==> config.mk <==
export PLATFORM = sky130hd
export DESIGN_NAME = cau_back
export DESIGN_NICKNAME = d
export VERILOG_FILES = /design/src/hdl/cau_pkg.sv /design/src/hdl/cau_back.sv
export SDC_FILE = /design/constraint.sdc
export NUM_CORES = 1
export LEC_CHECK = 0
export BUFFER_PORTS_ARGS = -buffer_cell sky130_fd_sc_hd__buf_4
export CAP_MARGIN = 20
export CORE_AREA = 2 2 279 281
export CTS_CLUSTER_DIAMETER = 80
export DETAILED_ROUTE_END_ITERATION = 8
export DIE_AREA = 0 0 281 283
export PLACE_DENSITY = 0.53
export SLEW_MARGIN = 0
export SYNTH_ARGS = -nofsm -noshare
export SYNTH_HDL_FRONTEND = slang
export SYNTH_SLANG_ARGS = --single-unit
export TNS_END_PERCENT = 5
==> constraint.sdc <==
create_clock -name clk -period 4.2 [get_ports clk]
set_input_delay 0.42 -clock clk [delete_from_list [all_inputs] [get_ports clk]]
set_output_delay 0.42 -clock clk [all_outputs]
set_load 0.005 [all_outputs]
==> src/hdl/cau_pkg.sv <==
// Shared types, widths and helper functions for the complex arithmetic unit.
// Used by every module in hdl/; depends on nothing else.
package cau_pkg;

  // Operand format: signed fixed point, DATA_W bits with FRAC_BITS fraction bits.
  localparam int DATA_W    = 32;
  localparam int FRAC_BITS = 16;

  // Exact products and sums of two products.
  localparam int PROD_W    = 2 * DATA_W;
  // Quotient bits kept before saturation: anything of 2^QBITS or more saturates.
  localparam int QBITS     = DATA_W + 1;
  // Divider remainder: the scaled numerator stays below d * 2^QBITS.
  localparam int REM_W     = PROD_W + QBITS;
  // Width of the early overflow compare, numerator against d * 2^(QBITS - FRAC_BITS).
  localparam int PRESAT_W  = PROD_W + QBITS - FRAC_BITS;
  // Magnitude width handed to the final saturation.
  localparam int MAG_W     = PROD_W + 2;
  // Iteration counts of the divider and of the square root.
  localparam int DIV_STEPS = QBITS;
  localparam int SQ_STEPS  = DATA_W;
  localparam int ITER_STAGES = DIV_STEPS;

  typedef enum logic [3:0] {
    OP_ADD  = 4'd0,
    OP_SUB  = 4'd1,
    OP_MUL  = 4'd2,
    OP_CDIV = 4'd3,
    OP_RDIV = 4'd4,
    OP_CONJ = 4'd5,
    OP_NEG  = 4'd6,
    OP_ABS2 = 4'd7,
    OP_ABS  = 4'd8
  } op_t;

  typedef enum logic [1:0] {
    ST_OK   = 2'd0,
    ST_DIV0 = 2'd1,
    ST_SAT  = 2'd2
  } status_t;

  // One item as it moves through the divider and square root stages.
  typedef struct packed {
    op_t                     op;
    logic [DATA_W-1:0]       simple_re;
    logic [DATA_W-1:0]       simple_im;
    logic                    simple_sat;
    logic                    dz;
    logic                    neg_re;
    logic                    neg_im;
    logic                    ovf_re;
    logic                    ovf_im;
    logic [PROD_W-1:0]       mag_re;
    logic [PROD_W-1:0]       mag_im;
    logic [PROD_W-1:0]       d;
    logic [REM_W-1:0]        rem_re;
    logic [REM_W-1:0]        rem_im;
    logic [QBITS-1:0]        q_re;
    logic [QBITS-1:0]        q_im;
    logic [PROD_W-1:0]       sq_n;
    logic [PROD_W-1:0]       sq_res;
  } item_t;

  // Saturate a sum that has grown by one bit. Returns {saturated, value}.
  function automatic logic [DATA_W:0] sat_sum(input logic [DATA_W:0] s);
    logic [DATA_W-1:0] v;
    logic              sat;
    sat = (s[DATA_W] != s[DATA_W-1]);
    if (!sat) begin
      v = s[DATA_W-1:0];
    end else if (s[DATA_W]) begin
      v = {1'b1, {(DATA_W-1){1'b0}}};
    end else begin
      v = {1'b0, {(DATA_W-1){1'b1}}};
    end
    return {sat, v};
  endfunction

  // Turn sign and magnitude into a saturated field. Returns {saturated, value}.
  function automatic logic [DATA_W:0] pack_mag(input logic neg, input logic [MAG_W-1:0] m);
    logic [MAG_W-1:0]  lim;
    logic [MAG_W-1:0]  mm;
    logic [DATA_W-1:0] v;
    logic              sat;
    lim = MAG_W'(1) << (DATA_W - 1);
    mm  = m;
    sat = 1'b0;
    if (!neg && (m > lim - MAG_W'(1))) begin
      sat = 1'b1;
      mm  = lim - MAG_W'(1);
    end
    if (neg && (m > lim)) begin
      sat = 1'b1;
      mm  = lim;
    end
    v = neg ? (DATA_W'(0) - mm[DATA_W-1:0]) : mm[DATA_W-1:0];
    return {sat, v};
  endfunction

endpackage

==> src/hdl/cau_back.sv <==
// Back end: final rounding of quotients, products and roots, then saturation and
// status. Two register stages; depends on cau_pkg.
module cau_back (
  input  logic                        clk,
  input  logic                        rst_n,
  input  logic                        in_vld,
  input  cau_pkg::item_t              in_item,
  output logic                        out_vld,
  output logic [cau_pkg::DATA_W-1:0]  out_re,
  output logic [cau_pkg::DATA_W-1:0]  out_im,
  output cau_pkg::status_t            out_status
);
  import cau_pkg::*;

  localparam logic [MAG_W-1:0] HALF = MAG_W'(1) << (FRAC_BITS - 1);

  logic              f1_vld_r;
  op_t               f1_op_r;
  logic [DATA_W-1:0] f1_re_r, f1_im_r;
  logic              f1_sat_r, f1_dz_r, f1_neg_re_r, f1_neg_im_r;
  logic [MAG_W-1:0]  f1_mr_r, f1_mi_r;

  logic              out_vld_r;
  logic [DATA_W-1:0] out_re_r, out_im_r;
  status_t           out_status_r;

  // Rounding: half up on products, remainder test on quotients, root fix-up.
  logic             rb_re, rb_im;
  logic [MAG_W-1:0] mr_nxt, mi_nxt;

  assign rb_re = {in_item.rem_re[PROD_W-1:0], 1'b0} >= {1'b0, in_item.d};
  assign rb_im = {in_item.rem_im[PROD_W-1:0], 1'b0} >= {1'b0, in_item.d};

  always_comb begin
    mr_nxt = '0;
    mi_nxt = '0;
    case (in_item.op)
      OP_MUL: begin
        mr_nxt = (MAG_W'(in_item.mag_re) + HALF) >> FRAC_BITS;
        mi_nxt = (MAG_W'(in_item.mag_im) + HALF) >> FRAC_BITS;
      end
      OP_ABS2: mr_nxt = (MAG_W'(in_item.mag_re) + HALF) >> FRAC_BITS;
      OP_CDIV, OP_RDIV: begin
        mr_nxt = in_item.ovf_re ? {MAG_W{1'b1}} : MAG_W'(in_item.q_re) + MAG_W'(rb_re);
        mi_nxt = in_item.ovf_im ? {MAG_W{1'b1}} : MAG_W'(in_item.q_im) + MAG_W'(rb_im);
      end
      OP_ABS: begin
        mr_nxt = MAG_W'(in_item.sq_res) + MAG_W'(in_item.sq_n > in_item.sq_res);
      end
      default: begin
        mr_nxt = '0;
        mi_nxt = '0;
      end
    endcase
  end

  always_ff @(posedge clk) begin
    if (!rst_n) begin
      f1_vld_r <= 1'b0;
    end else begin
      f1_vld_r <= in_vld;
    end
  end

  always_ff @(posedge clk) begin
    f1_op_r     <= in_item.op;
    f1_re_r     <= in_item.simple_re;
    f1_im_r     <= in_item.simple_im;
    f1_sat_r    <= in_item.simple_sat;
    f1_dz_r     <= in_item.dz;
    f1_neg_re_r <= in_item.neg_re;
    f1_neg_im_r <= in_item.neg_im;
    f1_mr_r     <= mr_nxt;
    f1_mi_r     <= mi_nxt;
  end

  // Saturation, result selection and status.
  logic [DATA_W:0]   pk_re, pk_im, pk_abs;
  logic [DATA_W-1:0] re_nxt, im_nxt;
  logic              sat_nxt, dz_nxt;
  status_t           status_nxt;

  assign pk_re  = pack_mag(f1_neg_re_r, f1_mr_r);
  assign pk_im  = pack_mag(f1_neg_im_r, f1_mi_r);
  assign pk_abs = pack_mag(1'b0, f1_mr_r);

  always_comb begin
    re_nxt  = '0;
    im_nxt  = '0;
    sat_nxt = 1'b0;
    dz_nxt  = 1'b0;
    case (f1_op_r)
      OP_ADD, OP_SUB, OP_CONJ, OP_NEG: begin
        re_nxt  = f1_re_r;
        im_nxt  = f1_im_r;
        sat_nxt = f1_sat_r;
      end
      OP_MUL: begin
        re_nxt  = pk_re[DATA_W-1:0];
        im_nxt  = pk_im[DATA_W-1:0];
        sat_nxt = pk_re[DATA_W] | pk_im[DATA_W];
      end
      OP_CDIV, OP_RDIV: begin
        dz_nxt = f1_dz_r;
        if (!f1_dz_r) begin
          re_nxt  = pk_re[DATA_W-1:0];
          im_nxt  = pk_im[DATA_W-1:0];
          sat_nxt = pk_re[DATA_W] | pk_im[DATA_W];
        end
      end
      OP_ABS2, OP_ABS: begin
        re_nxt  = pk_abs[DATA_W-1:0];
        sat_nxt = pk_abs[DATA_W];
      end
      default: begin
        re_nxt = '0;
        im_nxt = '0;
      end
    endcase
    if (dz_nxt) begin
      status_nxt = ST_DIV0;
    end else if (sat_nxt) begin
      status_nxt = ST_SAT;
    end else begin
      status_nxt = ST_OK;
    end
  end

  always_ff @(posedge clk) begin
    if (!rst_n) begin
      out_vld_r <= 1'b0;
    end else begin
      out_vld_r <= f1_vld_r;
    end
  end

  always_ff @(posedge clk) begin
    out_re_r     <= re_nxt;
    out_im_r     <= im_nxt;
    out_status_r <= status_nxt;
  end

  assign out_vld    = out_vld_r;
  assign out_re     = out_re_r;
  assign out_im     = out_im_r;
  assign out_status = out_status_r;

endmodule
==> impl_results.md, run 1 <==
* Status: completed
* Worst hold path class: primary input to flip-flop
* Worst path cell trace: or4_4 > or4_4 > or3_4 > a21o_4 > nand2_1 > o21ai_0 > ha_1 > nand2_1 > or3_1 > o31ai_1 > xnor2_1 > o211ai_2 > o21ai_1 > a221o_1
* Cells after synthesis at 2,356
* Placed inst area at 0.02579 sq mm
* Antenna violations before repair at 34
* Final setup fails at 0
* Layout cells sized above 1 at 28.08%
* Floorplan row count at 102
* Total routed wirelength at 94,880 microns
* Slowest-stage cell, CP: or4_4
* Clock buffer depth at 3
* Most frequent cells in the layout: buf_4 (813), dfxtp_1 (256), o21ai_0 (226), ha_1 (200), nand2_1 (188)
* Clock Latency Late Sink at 0.57 ns
* Port buffer count at 627
* Fin. max-slew vios at 0
* Vias at 21,330
* Boundary Pins at 724
* Setup TNS at 0 ns
* Layout fillers at 8,049
* DR WL/cell at 22.25 microns
* Min Tclk post-route at 3.972 ns
* Slew @ Worst Pin at 1.067 ns
* Total GRT Usage at 22.74%
* Share of synthesized registers carrying an async set or reset at 0%
* Initial Util at 24.32%
* Max incr delay on CP at 0.62 ns
* Die area at 0.07952 sq mm
* GRT overflow at 0
* Maxcap violations at 0
* Iteration-0 DRC Markers at 1,732
* Post-Syn Nets at 3,213
* WP buf/inv at 0
* Number of buffers created by CTS at 27
* Synthesized area at 0.01865 sq mm
* Die height at 283 microns
* Worst slew margin at 28.68%
* Post-route DRC at 0
* Unrepaired setup endpoints after global routing: false
* Syn Area/Cell at 7.918 sq um
* Crit path kind: flip-flop to flip-flop
* CP max FO at 8
* First-pass GRT wire length at 135,800 microns
* Post-route ant nets at 0
* Seq/Total Area, Yosys at 27.47%
* TritonRoute pass-1 iters at 5
* Count of cell types in the netlist at 86
* CTS tree: done
* Dominant synthesized flop cell: dfxtp_1
* CP startpoint kind: flip-flop
* Warnings, synthesis at 0
* Final GP Congestion at 0.9895
* Worst vdd ir at 0.2941 mV
* Max Clock Skew at 0.01072 ns
* Fin Hold WS at 0.05080 ns
* Final instance area at 0.02750 sq mm
* Root Driver: clkbuf_16
* Max Clk Rate at 0.2518 GHz
* Final period utilization at 94.56%
* Leakage at 12.26 nW
* CTS clk-pin slew, worst paths at 0.07 ns
* Nets at 4,050
* Commonest non-fill, non-tap cell in the layout: buf_4
* Post-DP HPWL at 81,360 microns
* CTS sink cnt at 256
* Setup crit end kind: flip-flop
* EDFF count, synth at 0
* H-tree Lvls at 1
* Fin. Hold Viols at 0
* Critical Path RT at 4.65 ns
* Largest net degree at the start of global routing at 60
* CP delay by family, top: simple AND/OR/NAND/NOR gates
* Power per cell area at 275.8 mW/mm^2
* Area Overhead vs Synth at 47.43%
* Vias in the first global route at 20,700
* Vias per cell at 5.002
* Post-synthesis register bit count at 256
* Core Region at 0.07670 sq mm
* Fin util at 35.86%
* Critical path arrival at 4.42 ns
* Chip width at 281 microns
-- Yosys cell counts, types with 15 or more instances --
library cell	number	area, sq um
nand4_1	102	638.1
or4_1	17	127.6
a21oi_1	94	470.5
nor2b_1	15	93.84
nand3_1	111	555.5
clkbuf_1	61	229.0
xnor2_1	145	1270
o221ai_1	47	411.6
o31ai_1	19	142.6
or3_1	18	112.6
a211oi_1	23	172.7
o21ai_0	227	1136
and2_1	15	93.84
and4_1	20	175.2
xor2_1	80	700.7
a21o_1	37	277.8
dfxtp_1	256	5125
nor4_1	39	244.0
and3_1	31	193.9
inv_1	152	570.6
o211ai_1	27	202.7
nand2_1	188	705.7
ha_1	200	2502
nor3_1	69	345.3
nor2_1	176	660.6
-- timing repair --
| action | 4_1_cts | 5_1_grt |
|---|---|---|
| buffers inserted | 0 | 0 |
| endpoints found under the setup margin | 15 | 18 |
| endpoints found under the hold margin | 68 | 0 |
| hold buffers | 68 | 0 |
| gates resized for setup | 2 | 4 |
| pin swaps | 0 | 2 |
-- state kept, by name (all words and copies together), names as in the netlist --
name / cells
f1_dz_r: 1
f1_im_r: 32
f1_op_r: 4
f1_sat_r: 1
out_status: 2
out_im: 32
out_vld: 1
f1_mr_r: 66
f1_re_r: 32
f1_neg_im_r: 1
f1_mi_r: 50
f1_neg_re_r: 1
out_re: 32
f1_vld_r: 1
-- path summary, 6_finish.rpt --
check | from | to | slack [ns] | cells after the start
worst max-delay path | f1_mr_r[12] | out_re[8] | 0.23 | 14
worst min-delay path | in_item[651] | f1_op_r[1] | 0.05 | 1
worst max register to register | f1_mr_r[12] | out_re[8] | 0.23 | 14
worst min register to register | f1_im_r[12] | out_im[12] | 0.42 | 2
-- cell type report --
| type | count | area [sq um] | area share [%] |
|---|---|---|---|
| antenna | 12 | 30.03 | 0.1092 |
| clock buffer | 33 | 738.2 | 2.684 |
| clock inverter | 15 | 240.2 | 0.8735 |
| inverter | 154 | 578.1 | 2.102 |
| multi-input combinational | 1871 | 12680 | 46.11 |
| sequential | 256 | 5125 | 18.63 |
| tap | 1040 | 1301 | 4.731 |
| timing repair buffer | 883 | 6809 | 24.76 |
-- where the power goes --
part           switching, W  internal, W  total, W  leakage, nW
Sequential         0.000153      0.00260   0.00276         2.13
Combinational       0.00109      0.00107   0.00216         9.65
Clock               0.00109      0.00157   0.00267        0.481
-- metrics by stage --
stage | cells | total power, W | setup slack [ns]
finish | 4264 | 0.007584 | 0.2284
global route | 4261 | 0.007937 | 0.03318
CTS | 4251 | 0.007625 | 0.03577
detailed placement | 4135 | 0.004891 | -0.8804
global placement | 4135 | 0.004898 | -0.8156
floorplan | 2356 | 0.003690 | 0.4987
-- kinds of logic after synthesis --
logic type	synth area share, %
muxes	0.1073
and+or+nand+nor	23.25
buffers and inverters	4.809
xor gates and xnor gates	10.56
DFF	27.47
AOI/OAI and AO/OA	20.38
adders and majority gates	13.41
-- layer usage --
layer | wire length [microns] | global-route usage (%)
met1 | 41790 | 30.15
met2 | 42860 | 36.84
met3 | 8066 | 5.830
met4 | 1904 | 5.040
met5 | 262 | 0
Note: power is estimated with default switching activity, not from simulation.
==> inputs of run 2 (changes only) <==
--- a/config.mk
+++ b/config.mk
@@ -8,6 +8,7 @@
 export BUFFER_PORTS_ARGS = -buffer_cell sky130_fd_sc_hd__buf_4
 export CAP_MARGIN = 20
 export CORE_AREA = 2 2 279 281
+export CTS_BUF_LIST = sky130_fd_sc_hd__clkbuf_4 sky130_fd_sc_hd__clkbuf_8 sky130_fd_sc_hd__clkbuf_16
 export CTS_CLUSTER_DIAMETER = 80
 export DETAILED_ROUTE_END_ITERATION = 8
 export DIE_AREA = 0 0 281 283
==> impl_results.md, run 2 (synthesized netlist as in run 1, its figures left out) <==
* Status: completed
* Fin. max-slew vios at 0
* Chip width at 281 microns
* Nets at 4,050
* Boundary Pins at 724
* CTS sink cnt at 256
* Initial Util at 24.32%
* Unrepaired setup endpoints after global routing: false
* Place WS at -0.8804 ns
* Final period utilization at 94.41%
* Number of placed instances, taps included at 4,135
* Core Region at 0.07670 sq mm
* CTS clk-pin slew, worst paths at 0.07 ns
* Iteration-0 DRC Markers at 1,676
* CTS tree: done
* Power per cell area at 276.3 mW/mm^2
* Max Clock Skew at 0.01050 ns
* Vias per cell at 5.004
* Max Clk Rate at 0.2522 GHz
* H-tree Lvls at 1
* Maxcap violations at 0
* Layout cells sized above 1 at 28.14%
* Most frequent cells in the layout: buf_4 (813), dfxtp_1 (256), o21ai_0 (226), ha_1 (200), nand2_1 (188)
* Final GP Congestion at 0.9895
* Pwr Total at 0.007600 W
* Crit path kind: flip-flop to flip-flop
* Postcts setup bufs at 0
* Min Tclk post-route at 3.965 ns
* Setup TNS at 0 ns
* Largest reg by FF count: f1_mr_r
* Commonest non-fill, non-tap cell in the layout: buf_4
* First-pass GRT wire length at 135,800 microns
* Top flop regs: f1_mr_r (66), f1_mi_r (50)
* Die height at 283 microns
* TritonRoute pass-1 iters at 6
* Worst vdd ir at 0.2942 mV
* Vias at 21,330
* Post-DP HPWL at 81,360 microns
* Die area at 0.07952 sq mm
* Antenna violations before repair at 34
* DR WL/cell at 22.28 microns
* Finished Layout Cells at 4,262
* Area Overhead vs Synth at 47.45%
* Max FFs per register at 66
* Total GRT Usage at 22.74%
* Port buffer count at 627
* Root Driver: clkbuf_16
* Critical path arrival at 4.42 ns
* Vias in the first global route at 20,690
* Number of buffers created by CTS at 27
* Slew @ Worst Pin at 1.078 ns
* Setup crit end kind: flip-flop
* Total routed wirelength at 94,940 microns
* Layout fillers at 8,058
* Fin. Hold Viols at 0
* Leakage at 12.26 nW
* Largest net degree at the start of global routing at 60
* CP max FO at 8
* CP startpoint kind: flip-flop
* Setup ws final at 0.2348 ns
* Worst slew margin at 27.92%
* Post-route DRC at 0
* Critical Path RT at 4.65 ns
* Final setup fails at 0
* Worst hold path class: primary input to flip-flop
* Floorplan row count at 102
* Clock buffer depth at 3
* GRT overflow at 0
* Clock Latency Late Sink at 0.57 ns
* Post-route ant nets at 0
==> run 2: timing repair <==
action	CTS	global route
endpoints found under the hold margin	68	0
gates resized for setup	2	4
endpoints found under the setup margin	15	18
hold buffers	68	0
pin swaps	0	2
==> run 2: power breakdown <==
part / total, W / internal [W] / switching [W]
logic: 0.00216 / 0.00107 / 0.00109
registers: 0.00276 / 0.00260 / 0.000154
clock network: 0.00268 / 0.00159 / 0.00110
==> run 2: final timing paths <==
check,startpoint,endpoint,slack [ns],cells after the start
worst max-delay path,f1_mr_r[12],out_re[8],0.23,14
worst min-delay path,in_item[651],f1_op_r[1],0.04,1
worst max register to register,f1_mr_r[12],out_re[8],0.23,14
worst min register to register,f1_im_r[12],out_im[12],0.43,2
==> run 2: critical path, cell delays in order, from the launching register on <==
cell	delay (ns)
dfxtp_1	0.42
or4_4	0.62
or4_4	0.59
or3_4	0.46
a21o_4	0.23
nand2_1	0.13
o21ai_0	0.11
ha_1	0.26
nand2_1	0.08
or3_1	0.14
o31ai_1	0.09
xnor2_1	0.16
o211ai_2	0.14
o21ai_1	0.09
a221o_1	0.34
==> run 2: layout make-up <==
class / count / area (sq um) / share of cell area [%]
tap: 1040 / 1301 / 4.731
sequential: 256 / 5125 / 18.63
antenna: 10 / 25.02 / 0.09098
timing repair buffer: 883 / 6809 / 24.76
multi-input combinational: 1871 / 12680 / 46.10
inverter: 154 / 578.1 / 2.102
clock inverter: 15 / 240.2 / 0.8734
clock buffer: 33 / 745.7 / 2.711
==> run 2: per-stage QoR <==
step           cell area, sq um  hold slack, ns  utilization [%]
2_1_floorplan             18650          0.3918                -
3_3_place_gp              25790          0.4070            33.62
3_5_place_dp              25790          0.4158            33.62
4_1_cts                   27460         0.01630            35.80
5_1_grt                   27500         0.02365            35.86
6_report                  27510         0.04217            35.86
==> run 2: layer usage <==
layer  vias to the layer above  routed length, microns  global-route usage, %
li1                      10330                       -                      -
met1                      9989                   42020                  30.16
met2                       836                   42810                  36.81
met3                       133                    7902                  5.830
met4                        46                    1931                  5.040
met5                         -                     270                      0
==> inputs of run 3 (changes only) <==
==> constraint.sdc (replaced) <==
create_clock -name clk -period 4.43 [get_ports clk]
set_input_delay 0.443 -clock clk [delete_from_list [all_inputs] [get_ports clk]]
set_output_delay 0.443 -clock clk [all_outputs]
set_load 0.005 [all_outputs]
==> impl_results.md, run 3 (synthesized netlist as in run 1, its figures left out) <==
* Unrepaired setup endpoints after global routing: false
* Worst R2R Setup Slack at 0.29 ns
* Die area at 0.07952 sq mm
* Fin. Hold Viols at 0
* Reg2reg end: out_re[20]
* CTS clk-pin slew, worst paths at 0.07 ns
* Max FFs per register at 66
* Reg2reg start: f1_mr_r[12]
* Post-DP HPWL at 80,290 microns
* Core Region at 0.07670 sq mm
* CP max FO at 16
* Setup crit end kind: flip-flop
* Layout cells sized above 1 at 27.28%
* Vias per cell at 4.945
* R2R cell count at 11
* Slowest-stage cell, CP: or4_4
* First-pass GRT wire length at 134,800 microns
* Antenna violations before repair at 27
* Min Tclk post-route at 4.139 ns
* Clock Latency Late Sink at 0.57 ns
* Largest reg by FF count: f1_mr_r
* Leakage at 12.07 nW
* CTS sink cnt at 256
* Slew @ Worst Pin at 1.021 ns
* Setup TNS at 0 ns
* Post-route DRC at 0
* Worst path cell trace: or4_4 > or4_4 > or3_4 > a21o_4 > nand2_1 > o21ai_0 > ha_1 > buf_4 > nand2_1 > o21ai_1 > o311ai_1
* Most frequent cells in the layout: buf_4 (776), dfxtp_1 (256), o21ai_0 (227), ha_1 (200), nand2_1 (188)
* CP startpoint kind: flip-flop
* Hold Path Depth at 1
* CTS tree: done
* Clock buffer depth at 3
* Largest net degree at the start of global routing at 60
* Total routed wirelength at 93,290 microns
* GRT overflow at 0
* Top flop regs: f1_mr_r (66), f1_mi_r (50)
* Hold Crit Start: in_item[651]
* Worst vdd ir at 0.2536 mV
* Critical Path RT at 4.85 ns
* Initial Util at 24.32%
* Vias in the first global route at 20,660
* Root Driver: clkbuf_16
* Postcts setup bufs at 0
* Fin. max-slew vios at 0
* H-tree Lvls at 1
* Maxcap violations at 0
* Status: completed
* Number of buffers created by CTS at 27
* Nets at 4,012
* Pwr Total at 0.007080 W
* Commonest non-fill, non-tap cell in the layout: buf_4
* Iteration-0 DRC Markers at 1,603
* Floorplan row count at 102
* Fin Hold WS at 0.04054 ns
* Post-route ant nets at 0
* Final period utilization at 93.43%
* Die height at 283 microns
* End of the worst hold path: f1_op_r[1]
* Max Clock Skew at 0.01133 ns
* Boundary Pins at 724
* Area Overhead vs Synth at 45.91%
* Power per cell area at 260.1 mW/mm^2
* Final setup fails at 0
* Chip width at 281 microns
* Max Clk Rate at 0.2416 GHz
* Vias at 20,920
* Total GRT Usage at 22.52%
* Port buffer count at 627
* Worst hold path class: primary input to flip-flop
* Critical path arrival at 4.55 ns
* Max incr delay on CP at 0.62 ns
* TritonRoute pass-1 iters at 6
* Crit path kind: flip-flop to flip-flop
* Worst slew margin at 31.20%
* DR WL/cell at 22.05 microns
* Final GP Congestion at 0.9717
==> run 3: cell types whose count changed in the layout (fill, tap and decap cells not counted), sizes merged <==
cell	change
buf	-38
bufinv	-1
clkbuf	+3
clkinv	+1
clkinvlp	+1
diode	+5
inv	-3
==> run 3: through the flow <==
step                cell area, sq um  util [%]  std cells  worst slack, ns
detailed placement             25510     33.26       4098          -0.7387
global placement               25510     33.26       4098          -0.6714
CTS                            27170     35.43       4215           0.1644
finish                         27220     35.49       4230           0.2910
global route                   27210     35.47       4226          0.01002
floorplan                      18650         -       2356           0.7209
==> run 3: power breakdown <==
part | total [W] | switching, W | internal (W)
logic | 0.00200 | 0.00102 | 0.000984
registers | 0.00262 | 0.000147 | 0.00247
clock network | 0.00246 | 0.000988 | 0.00147
total | 0.00708 | 0.00216 | 0.00493
==> run 3: layer usage <==
metal | vias to the layer above | share of wire, % | track usage [%]
li1 | 10250 | - | -
met1 | 9733 | 45 | 30.50
met2 | 793 | 45 | 36.25
met3 | 115 | 7.4 | 4.717
met4 | 28 | 2.1 | 5.481
met5 | - | 0.20 | 0
==> run 3: area by class of cell <==
type                    count  area [sq um]
fillers                  8148         49480
multi-input cells        1871         12670
repair buffers            845          6526
flip-flops and latches    256          5125
well taps                1040          1301
clock buffers              36         774.5
inverters                 154         578.1
clock inverters            13         200.2
diodes                     15         37.54
==> run 3: worst max-delay path by stage <==
stage | to | from | cells past startpoint
4_1_cts | f1_mr_r[31] | in_item[403] | 20
3_3_place_gp | f1_mr_r[31] | in_item[403] | 20
5_1_grt | f1_mr_r[30] | in_item[403] | 23
3_5_place_dp | f1_mr_r[31] | in_item[403] | 20
6_report | out_re[20] | f1_mr_r[12] | 11
2_1_floorplan | f1_mr_r[62] | in_item[30] | 18
==> run 3: worst max-delay path, delay by kind of cell, from the launching register on <==
family	cells	cell delay, ns
AO/OA/AOI/OAI	4	1.14
AND/OR/NAND/NOR	5	1.97
adder cells (fa/ha/maj)	1	0.26
flip-flops	1	0.43
buffers and inverters	1	0.19
==> run 3: what timing repair did <==
action | in CTS | in global routing
hold buffers | 68 | 0
endpoints found under the setup margin | 6 | 2
gates resized for setup | 2 | 1
endpoints found under the hold margin | 68 | 0
pin swaps | 0 | 1
